File: config.mk
export PLATFORM = sky130hd
export DESIGN_NAME = prs_ctrl
export DESIGN_NICKNAME = d
export VERILOG_FILES = /design/src/rtl/prs_pkg.sv /design/src/rtl/prs_ctrl.sv
export SDC_FILE = /design/constraint.sdc
export NUM_CORES = 1
export LEC_CHECK = 0
export ABC_CLOCK_PERIOD_IN_PS = 1500
export BUFFER_PORTS_ARGS = -buffer_cell sky130_fd_sc_hd__buf_4
export CORE_AREA = 2 2 39 41
export DETAILED_ROUTE_END_ITERATION = 10
export DIE_AREA = 0 0 41 43
export PLACE_DENSITY_LB_ADDON = 0.05
export SLEW_MARGIN = 25
export SYNTH_ARGS = -nofsm -noshare
export SYNTH_HDL_FRONTEND = slang
export SYNTH_SLANG_ARGS = --single-unit
File: constraint.sdc
create_clock -name clk -period 1.5 [get_ports clk]
set_clock_uncertainty 0.05 [all_clocks]
set_input_delay 0.075 -clock clk [delete_from_list [all_inputs] [get_ports clk]]
set_output_delay 0.075 -clock clk [all_outputs]
set_load 0.1 [all_outputs]
File: src/rtl/prs_pkg.sv
// ----------------------------------------------------------------------------
// Run queue scheduler package
// Word types, register codes, controller states and command/status bundles.
// ----------------------------------------------------------------------------
package prs_pkg;

	localparam int CPUS_DEF        = 4;
	localparam int PRIO_LEVELS_DEF = 140;
	localparam int POOL_SLOTS_DEF  = 512;

	// priority encoder group width
	localparam int ENC_GRP = 16;

	localparam logic [7:0] RT_QUANTUM_RST      = 8'd30;
	localparam logic [7:0] NRT_QUANTUM_RST     = 8'd10;
	localparam logic [2:0] CPUS_IN_USE_RST     = 3'd4;
	localparam logic [5:0] REQUEUE_PENALTY_RST = 6'd5;

	localparam logic FUNC_DEPARTURE = 1'b1;

	typedef enum logic [1:0] {
		CFG_RT_QUANTUM      = 2'd0,
		CFG_NRT_QUANTUM     = 2'd1,
		CFG_CPUS_IN_USE     = 2'd2,
		CFG_REQUEUE_PENALTY = 2'd3
	} cfg_reg_t;

	typedef struct packed {
		logic        func;
		logic [7:0]  task_id;
		logic [7:0]  burst_time;
		logic [7:0]  served_time;
		logic [7:0]  priority_req;
		logic        is_nrt;
		logic [1:0]  event_cpu;
		logic [31:0] now;
	} in_word_t;

	typedef struct packed {
		logic        dispatched;
		logic [1:0]  dispatch_cpu;
		logic [7:0]  out_task_id;
		logic [7:0]  out_burst;
		logic [7:0]  out_served;
		logic [7:0]  out_priority;
		logic        out_is_nrt;
		logic [31:0] slice_end;
		logic        task_done;
		logic        banks_swapped;
		logic        pool_overflow;
	} out_word_t;

	typedef struct packed {
		logic [7:0] id;
		logic [7:0] burst;
		logic [7:0] served;
		logic [7:0] prio;
		logic       nrt;
	} task_rec_t;

	typedef enum logic [3:0] {
		ST_CLEAR,
		ST_IDLE,
		ST_ROUTE,
		ST_PUSH_RD,
		ST_PUSH_WR,
		ST_PUSH_LINK,
		ST_SWAP,
		ST_DSP,
		ST_ENC_A,
		ST_ENC_B,
		ST_HEAD_RD,
		ST_SLOT_RD,
		ST_POP,
		ST_OUT
	} prs_state_t;

	typedef struct packed {
		logic clr;
		logic take;
		logic route;
		logic push_rd;
		logic push_wr;
		logic push_link;
		logic swap;
		logic dsp;
		logic enc_a;
		logic enc_b;
		logic head_rd;
		logic slot_rd;
		logic pop;
	} ctrl_cmd_t;

	typedef struct packed {
		logic clr_last;
		logic is_dep;
		logic cpu_ok;
		logic do_push;
		logic pool_empty;
		logic lvl_was_set;
		logic dsp_ok;
	} dp_stat_t;

endpackage

File: src/rtl/prs_ctrl.sv
// ----------------------------------------------------------------------------
// Run queue scheduler controller
// Sequences clear pass, push, bank swap, dispatch search and pop.
// ----------------------------------------------------------------------------
module prs_ctrl (
	input  logic               clk,
	input  logic               arst_n,
	input  logic               in_valid,
	input  logic               out_stall,
	input  prs_pkg::dp_stat_t  st,
	output prs_pkg::ctrl_cmd_t cmd,
	output logic               in_stall,
	output logic               out_valid
);

	prs_pkg::prs_state_t state_q, state_d;

	always_ff @(posedge clk or negedge arst_n) begin
		if (!arst_n) begin
			state_q <= prs_pkg::ST_CLEAR;
		end else begin
			state_q <= state_d;
		end
	end

	always_comb begin
		state_d = state_q;
		unique case (state_q)
			prs_pkg::ST_CLEAR: begin
				if (st.clr_last) state_d = prs_pkg::ST_IDLE;
			end
			prs_pkg::ST_IDLE: begin
				if (in_valid) state_d = prs_pkg::ST_ROUTE;
			end
			prs_pkg::ST_ROUTE: begin
				if (st.is_dep && !st.cpu_ok) state_d = prs_pkg::ST_OUT;
				else if (st.do_push) state_d = prs_pkg::ST_PUSH_RD;
				else state_d = prs_pkg::ST_SWAP;
			end
			prs_pkg::ST_PUSH_RD: begin
				if (!st.pool_empty) state_d = prs_pkg::ST_PUSH_WR;
				else if (st.is_dep) state_d = prs_pkg::ST_SWAP;
				else state_d = prs_pkg::ST_DSP;
			end
			prs_pkg::ST_PUSH_WR: begin
				if (st.lvl_was_set) state_d = prs_pkg::ST_PUSH_LINK;
				else if (st.is_dep) state_d = prs_pkg::ST_SWAP;
				else state_d = prs_pkg::ST_DSP;
			end
			prs_pkg::ST_PUSH_LINK: begin
				state_d = st.is_dep ? prs_pkg::ST_SWAP : prs_pkg::ST_DSP;
			end
			prs_pkg::ST_SWAP:    state_d = prs_pkg::ST_DSP;
			prs_pkg::ST_DSP: begin
				state_d = st.dsp_ok ? prs_pkg::ST_ENC_A : prs_pkg::ST_OUT;
			end
			prs_pkg::ST_ENC_A:   state_d = prs_pkg::ST_ENC_B;
			prs_pkg::ST_ENC_B:   state_d = prs_pkg::ST_HEAD_RD;
			prs_pkg::ST_HEAD_RD: state_d = prs_pkg::ST_SLOT_RD;
			prs_pkg::ST_SLOT_RD: state_d = prs_pkg::ST_POP;
			prs_pkg::ST_POP:     state_d = prs_pkg::ST_OUT;
			prs_pkg::ST_OUT: begin
				if (!out_stall) state_d = prs_pkg::ST_IDLE;
			end
		endcase
	end

	always_comb begin
		cmd           = '0;
		cmd.clr       = (state_q == prs_pkg::ST_CLEAR);
		cmd.take      = (state_q == prs_pkg::ST_IDLE) && in_valid;
		cmd.route     = (state_q == prs_pkg::ST_ROUTE);
		cmd.push_rd   = (state_q == prs_pkg::ST_PUSH_RD);
		cmd.push_wr   = (state_q == prs_pkg::ST_PUSH_WR);
		cmd.push_link = (state_q == prs_pkg::ST_PUSH_LINK);
		cmd.swap      = (state_q == prs_pkg::ST_SWAP);
		cmd.dsp       = (state_q == prs_pkg::ST_DSP);
		cmd.enc_a     = (state_q == prs_pkg::ST_ENC_A);
		cmd.enc_b     = (state_q == prs_pkg::ST_ENC_B);
		cmd.head_rd   = (state_q == prs_pkg::ST_HEAD_RD);
		cmd.slot_rd   = (state_q == prs_pkg::ST_SLOT_RD);
		cmd.pop       = (state_q == prs_pkg::ST_POP);
		in_stall      = (state_q != prs_pkg::ST_IDLE);
		out_valid     = (state_q == prs_pkg::ST_OUT);
	end

endmodule

==> impl_metrics.csv, run 1 <==
group,metric,value,unit
run_status,status,"did not finish",
clock_network,cts-buffers-inserted,3,
global_route,grt_max_degree,9,
timing,worst-ep-kind,"register input",
synth,ys_ff_latch,4,
placement,dp.cells,122,
die,num_io_pins,26,
run_status,error_line,"[ERROR DPL-0038] Utilization greater than 100%, impossible to legalize",
synth,synth_seq_area_share,0.207,
synth,ys_warn_count,0,
clock_network,root_buffer,"clkbuf_4",
die,start_util,0.350,
die,dieHeight,43,um
clock_network,h-tree-depth,1,
synth,syn_inst,69,
synth,avgSynthCellArea,7.02,um2
synth,synth_area,484,um2
placement,dp_hpwl,1340,um
synth,synth_cell_types,33,
timing,worst_endpoint,"state_q[0]$_DFFE_PN0P_/D",
placement,dp_slack,0.0105,ns
placement,gp_congestion,0.799,
placement,place.port_buffers,25,
die,fp-row-count,14,
clock_network,cts.path.max_buffers,2,
run_status,haltStage,"global routing",
clock_network,clock-sinks,4,
synth,syn_nets,80,
die,die_w,41,um
placement,placed_area,917,um2
## cell usage after synthesis (all sizes together)
cell type | number | share of area
nor4b | 1 | 0.031
a32oi | 1 | 0.018
nor4bb | 1 | 0.021
a31oi | 1 | 0.013
o22a | 1 | 0.018
nand3 | 1 | 0.010
a311oi | 1 | 0.031
or2 | 1 | 0.013
nor3 | 3 | 0.031
o311ai | 1 | 0.018
nor4 | 1 | 0.013
nand4b | 1 | 0.018
and3 | 1 | 0.013
o21ai | 5 | 0.052
a21oi | 5 | 0.052
and2 | 1 | 0.013
o31a | 1 | 0.018
or4b | 2 | 0.041
nand4 | 1 | 0.013
dfrtp | 4 | 0.21
clkbuf | 4 | 0.031
a211o | 1 | 0.018
buf | 2 | 0.034
nand2 | 4 | 0.031
o221ai | 1 | 0.018
a21boi | 1 | 0.016
nor2b | 3 | 0.039
nand2b | 3 | 0.039
inv | 4 | 0.031
nor2 | 11 | 0.085
nor3b | 1 | 0.016
## repair_timing
action,in CTS
gates resized for setup,48
cloned,0
endpoints found under the hold margin,5
pin swaps,1
hold buffers,2
setup endpoints to repair,15
buffers inserted,8
## per-stage QoR
stage	setup TNS, ns	hold WS [ns]
floorplan	-2.01	-0.271
detailed placement	0	-0.175
global placement	0	-0.173
CTS	-0.147	0.0441
## kinds of logic after synthesis
group	Yosys count	share of synthesized area
flip-flops	4	0.207
buffers and inverters	10	0.0956
AO/OA/AOI/OAI	19	0.271
AND/OR/NAND/NOR	36	0.426
==> run 2, diff against run 1 <==
--- a/config.mk
+++ b/config.mk
@@ -5,12 +5,12 @@
 export SDC_FILE = /design/constraint.sdc
 export NUM_CORES = 1
 export LEC_CHECK = 0
-export ABC_CLOCK_PERIOD_IN_PS = 1500
+export ABC_CLOCK_PERIOD_IN_PS = 1950
 export BUFFER_PORTS_ARGS = -buffer_cell sky130_fd_sc_hd__buf_4
-export CORE_AREA = 2 2 39 41
+export CORE_AREA = 2 2 63 65
 export DETAILED_ROUTE_END_ITERATION = 10
-export DIE_AREA = 0 0 41 43
-export PLACE_DENSITY_LB_ADDON = 0.05
+export DIE_AREA = 0 0 65 67
+export PLACE_DENSITY_LB_ADDON = 0.15
 export SLEW_MARGIN = 25
 export SYNTH_ARGS = -nofsm -noshare
 export SYNTH_HDL_FRONTEND = slang
==> constraint.sdc (replaced) <==
create_clock -name clk -period 1.95 [get_ports clk]
set_clock_uncertainty 0.05 [all_clocks]
set_input_delay 0.0975 -clock clk [delete_from_list [all_inputs] [get_ports clk]]
set_output_delay 0.0975 -clock clk [all_outputs]
set_load 0.1 [all_outputs]
==> run 2 against run 1 <==
Against the previous run: the run now ends clean; synthesized cell count is the same; synthesized area is the same.
==> impl_metrics.csv, run 2 <==
group,metric,value,unit
run_status,status,"completed",
layout,largest_register_ffs,4,
placement,dp_hpwl,1470,um
global_route,antenna_found_initial,0,
timing,finalHoldViolCount,0,
layout,drive_gt1_frac,0.454,
critical_path,cp.required,1.80,ns
timing,max_clock_freq,550,MHz
critical_path,path_cells,"inv_1, nand2_1, nor2_2, buf_4",
detailed_routing,drtPass1Iterations,4,
placement,gp_congestion,0.759,
clock_network,h-tree-depth,1,
critical_path,path_class,"reg2out",
timing,fin_ws,0.133,ns
placement,dp.cells,141,
die,fp-row-count,22,
die,start_util,0.134,
synth,synth_area,484,um2
detailed_routing,drt-met1-wl,804,um
layout,antenna-diode-count,0,
global_route,grt_max_degree,14,
die,num_io_pins,26,
critical_path,crit_fanout,12,
synth,synth-edff-count,0,
timing,setup_viol,0,
global_route,grt_first_pass_wirelength,3010,um
synth,yosys-top-cells-count,"nor2_1 (11), a21oi_1 (5)",
layout,reg_top3,"state_q (4)",
timing,final_max_slew_viol_count,0,
detailed_routing,top_layer,"met4",
synth,syn_nets,80,
synth,synth_area_leaders,"dfrtp_1 (21%), nor2_1 (8.5%), a21oi_1 (5.2%)",
critical_path,slowest_delay,0.52,ns
layout,top_register,"state_q",
timing,layout_min_cycle_time,1.82,ns
clock_network,clkSlewWorstSetupHoldPaths,0.03,ns
clock_network,cts-buffers-inserted,3,
synth,ys_ff_latch,4,
synth,synthMostInstantiatedCell,"nor2_1",
flow_run,cap_violations,0,
synth,synthArstFlopShare,1.00,
global_route,track_usage,0.0936,
clock_network,cts.path.max_buffers,2,
layout,fin_nets,110,
die,dieHeight,67,um
critical_path,worst_path_max_delay_cell,"dfrtp_1",
placement,place.port_buffers,25,
timing,worst_pin_slew,0.425,ns
timing,slew-limit-headroom,0.716,
detailed_routing,wl_met2,915,um
layout,syn_to_final_growth,71.6,%
synth,synthFlopType,"dfrtp_1",
die,core_area,0.00361,mm2
layout,final_cells,145,
clock_network,cts_tree,"done",
synth,avgSynthCellArea,7.02,um2
synth,ys_warn_count,0,
critical_path,worstSetupStartpointType,"flip-flop",
detailed_routing,vias_per_cell,4.20,
layout,final_common_cell,"buf_4",
clock_network,root_buffer,"clkbuf_8",
synth,yosysTopAreaCell,"dfrtp_1",
layout,mostFrequentLayoutCells,"buf_4 (30), nor2_2 (6), a21oi_1 (5)",
timing,rsz0062_at_grt,"false",
clock_network,clock-sinks,4,
min_path,hold_path.class,"in2reg",
detailed_routing,vias,609,
global_route,grt.overflow.total,0,
detailed_routing,routed_wl,1880,um
global_route,grt_pass1_vias,627,
detailed_routing,wl_met3,129,um
critical_path,worstSetupEndpointType,"primary output",
detailed_routing,drt_iter0_drc,34,
placement,dp_slack,0.330,ns
die,die_area,0.00436,mm2
synth,syn_inst,69,
synth,synth_seq_area_share,0.207,
synth,synth_top_area_frac,0.207,
clock_network,clk_latency,0.22,ns
detailed_routing,route.detailed.drc,0,
detailed_routing,wl_per_cell,13.0,um
die,die_w,65,um
critical_path,arrival,1.67,ns
clock_network,post_cts_buffers,0,
synth,synth_cell_types,33,
detailed_routing,postRouteAntennaNets,0,
timing,finalCritPeriodShare,0.932,
run 2: through the flow:
stage | utilization | hold WS, ns | area (um2) | setup TNS, ns
2_1_floorplan | - | -0.248 | 526 | -2.01
3_3_place_gp | 0.216 | -0.148 | 779 | 0
3_5_place_dp | 0.216 | -0.151 | 779 | 0
4_1_cts | 0.230 | 0.0709 | 831 | 0
5_1_grt | 0.230 | 0.0825 | 831 | 0
6_report | 0.230 | 0.0692 | 831 | 0
run 2: logic make-up after synthesis:
group	after synthesis	synth area share
and+or+nand+nor	36	0.426
DFF	4	0.207
AOI/OAI and AO/OA	19	0.271
buffers and inverters	10	0.0956
run 2: what timing repair did:
item,CTS,global route
hold buffers,1,0
hold endpoints to repair,4,0
resized for setup,0,0
run 2: cell type report:
cell class | count | area (um2)
Tap cell | 48 | 60.1
Fill cell | 409 | 2780
Inverter | 4 | 15.0
Sequential cell | 4 | 100
Multi-Input combinational cell | 55 | 379
Clock buffer | 3 | 41.3
Timing Repair Buffer | 31 | 235
run 2: layer usage:
metal | GRT usage | up-vias
met1 | 0.111 | 274
met4 | 0.0691 | 0
met3 | 0.0287 | 4
met5 | 0 | -
li1 | - | 306
met2 | 0.142 | 25
run 2: path summary, 6_finish.rpt:
check	endpoint	from	slack (ns)	cells past startpoint
worst max-delay path	cmd[2]	state_q[2]$_DFFE_PN0P_	0.13	4
worst min-delay path	state_q[2]$_DFFE_PN0P_	st[0]	0.07	2
worst max register to register	state_q[1]$_DFFE_PN0P_	state_q[2]$_DFFE_PN0P_	0.33	4
worst min register to register	state_q[3]$_DFFE_PN0P_	state_q[3]$_DFFE_PN0P_	0.64	2
max in group asynchronous	state_q[0]$_DFFE_PN0P_	arst_n	1.58	2
min in group asynchronous	state_q[2]$_DFFE_PN0P_	arst_n	0.17	2
run 2: worst max-delay path: cells and delay by family (launching register included):
family / cells / cell delay (ns)
AND/OR/NAND/NOR: 2 / 0.40
buffers and inverters: 2 / 0.52
flip-flops: 1 / 0.52
Power of run 2 is not shown: default switching activity piles up to over one toggle a cycle in this logic, so the estimate is an artifact.
==> run 3, diff against run 2 <==
--- a/config.mk
+++ b/config.mk
@@ -10,6 +10,7 @@
 export CORE_AREA = 2 2 63 65
 export DETAILED_ROUTE_END_ITERATION = 10
 export DIE_AREA = 0 0 65 67
+export GPL_TIMING_DRIVEN = 0
 export PLACE_DENSITY_LB_ADDON = 0.15
 export SLEW_MARGIN = 25
 export SYNTH_ARGS = -nofsm -noshare
==> run 3 against run 2 <==
Against the previous run: cell area down 0.15%; clock-buffer cell count unchanged; highest routed layer unchanged; global-route usage shrank 0.32 points; largest cell class unchanged; die area unchanged; hold slack gained 0.010 ns.
==> impl_metrics.csv, run 3 (synthesized netlist as in run 2, its figures left out) <==
group,metric,value,unit
clock_network,h-tree-depth,1,
critical_path,arrival,1.63,ns
critical_path,path_class,"reg2out",
layout,fin_util,0.230,
layout,mostFrequentLayoutCells,"buf_4 (24), nor2_2 (6), a21oi_1 (5)",
clock_network,clk_latency,0.21,ns
global_route,busiest_layer,"met2",
layout,fillers,405,
clock_network,cts.path.max_buffers,2,
critical_path,crit_fanout,10,
clock_network,cts-buffers-inserted,3,
critical_path,cp.required,1.80,ns
global_route,grt_max_degree,20,
placement,dp.cells,142,
timing,finalHoldViolCount,0,
layout,top_register,"state_q",
layout,largest_register_ffs,4,
layout,syn_to_final_growth,71.3,%
detailed_routing,drt_iter0_drc,29,
layout,final_cells,145,
placement,place.port_buffers,25,
die,num_io_pins,26,
global_route,grt_pass1_vias,608,
clock_network,clock-sinks,4,
timing,worst_pin_slew,0.418,ns
timing,max_clock_freq,562,MHz
detailed_routing,routed_wl,1770,um
global_route,track_usage,0.0904,
die,start_util,0.134,
die,dieHeight,67,um
layout,drive_gt1_frac,0.454,
timing,rsz0062_at_grt,"false",
detailed_routing,wl_per_cell,12.2,um
layout,reg_top3,"state_q (4)",
layout,stdcell_area,830,um2
die,die_area,0.00436,mm2
timing,tns,0,ns
timing,finalCritPeriodShare,0.912,
clock_network,clkSlewWorstSetupHoldPaths,0.03,ns
detailed_routing,postRouteAntennaNets,0,
global_route,use_met1,0.115,
global_route,antenna_found_initial,0,
critical_path,worstSetupEndpointType,"primary output",
placement,dp_hpwl,1420,um
placement,placed_area,773,um2
timing,final_max_slew_viol_count,0,
die,die_w,65,um
timing,setup_viol,0,
detailed_routing,vias,600,
placement,gp_congestion,0.773,
min_path,hold_path.class,"in2reg",
timing,layout_min_cycle_time,1.78,ns
clock_network,root_buffer,"clkbuf_8",
detailed_routing,drtPass1Iterations,4,
run_status,status,"completed",
critical_path,worstSetupStartpointType,"flip-flop",
layout,multi_input_area,382,um2
die,fp-row-count,22,
global_route,use_met3,0.0355,
die,core_area,0.00361,mm2
timing,slew-limit-headroom,0.721,
detailed_routing,route.detailed.drc,0,
global_route,grt.overflow.total,0,
global_route,grt_first_pass_wirelength,2930,um
layout,fin_nets,110,
clock_network,cts_tree,"done",
flow_run,cap_violations,0,
global_route,grtUsageMet2,0.135,
detailed_routing,vias_per_cell,4.14,
layout,final_common_cell,"buf_4",
layout,antenna-diode-count,0,
layout,seqCellArea,100,um2
-- run 3: path summary, 6_finish.rpt --
kind,startpoint,to,slack [ns],cells past startpoint
worst max-delay path,state_q[0]$_DFFE_PN0P_,cmd[11],0.17,4
worst min-delay path,st[0],state_q[2]$_DFFE_PN0P_,0.08,2
worst max register to register,state_q[1]$_DFFE_PN0P_,state_q[1]$_DFFE_PN0P_,0.31,5
worst min register to register,state_q[1]$_DFFE_PN0P_,state_q[2]$_DFFE_PN0P_,0.72,3
max in group asynchronous,arst_n,state_q[2]$_DFFE_PN0P_,1.58,2
min in group asynchronous,arst_n,state_q[0]$_DFFE_PN0P_,0.17,2
-- run 3: worst max-delay path, stage by stage (launching register included) --
cell     delay, ns
dfrtp_1       0.45
buf_2         0.26
nor2b_2       0.24
and3_1        0.18
buf_4         0.28
-- run 3: timing repair --
action                                  in CTS  in global routing
endpoints found under the setup margin       3                  3
pin swaps                                    0                  0
gates resized for setup                      1                  5
buffers inserted                             0                  0
hold endpoints to repair                     4                  0
hold buffers                                 1                  0
-- run 3: per-layer routing --
layer,vias up,wire length [um]
li1,309,-
met1,267,802
met2,20,779
met3,4,149
met4,0,42
met5,-,0
-- run 3: cell type report --
| type | count | area share |
|---|---|---|
| clock buffers | 3 | 0.0498 |
| multi-input cells | 55 | 0.460 |
| repair buffers | 26 | 0.243 |
| plain buffers | 5 | 0.0362 |
| well taps | 48 | 0.0724 |
| flip-flops and latches | 4 | 0.121 |
| inverters | 4 | 0.0181 |
-- run 3: stage by stage --
step	hold slack (ns)	worst slack (ns)
2_1_floorplan	-0.248	-0.391
3_3_place_gp	-0.155	0.179
3_5_place_dp	-0.153	0.185
4_1_cts	0.0759	0.0618
5_1_grt	0.0886	0.0226
6_report	0.0792	0.171
Power of run 3 is left out for the same reason.
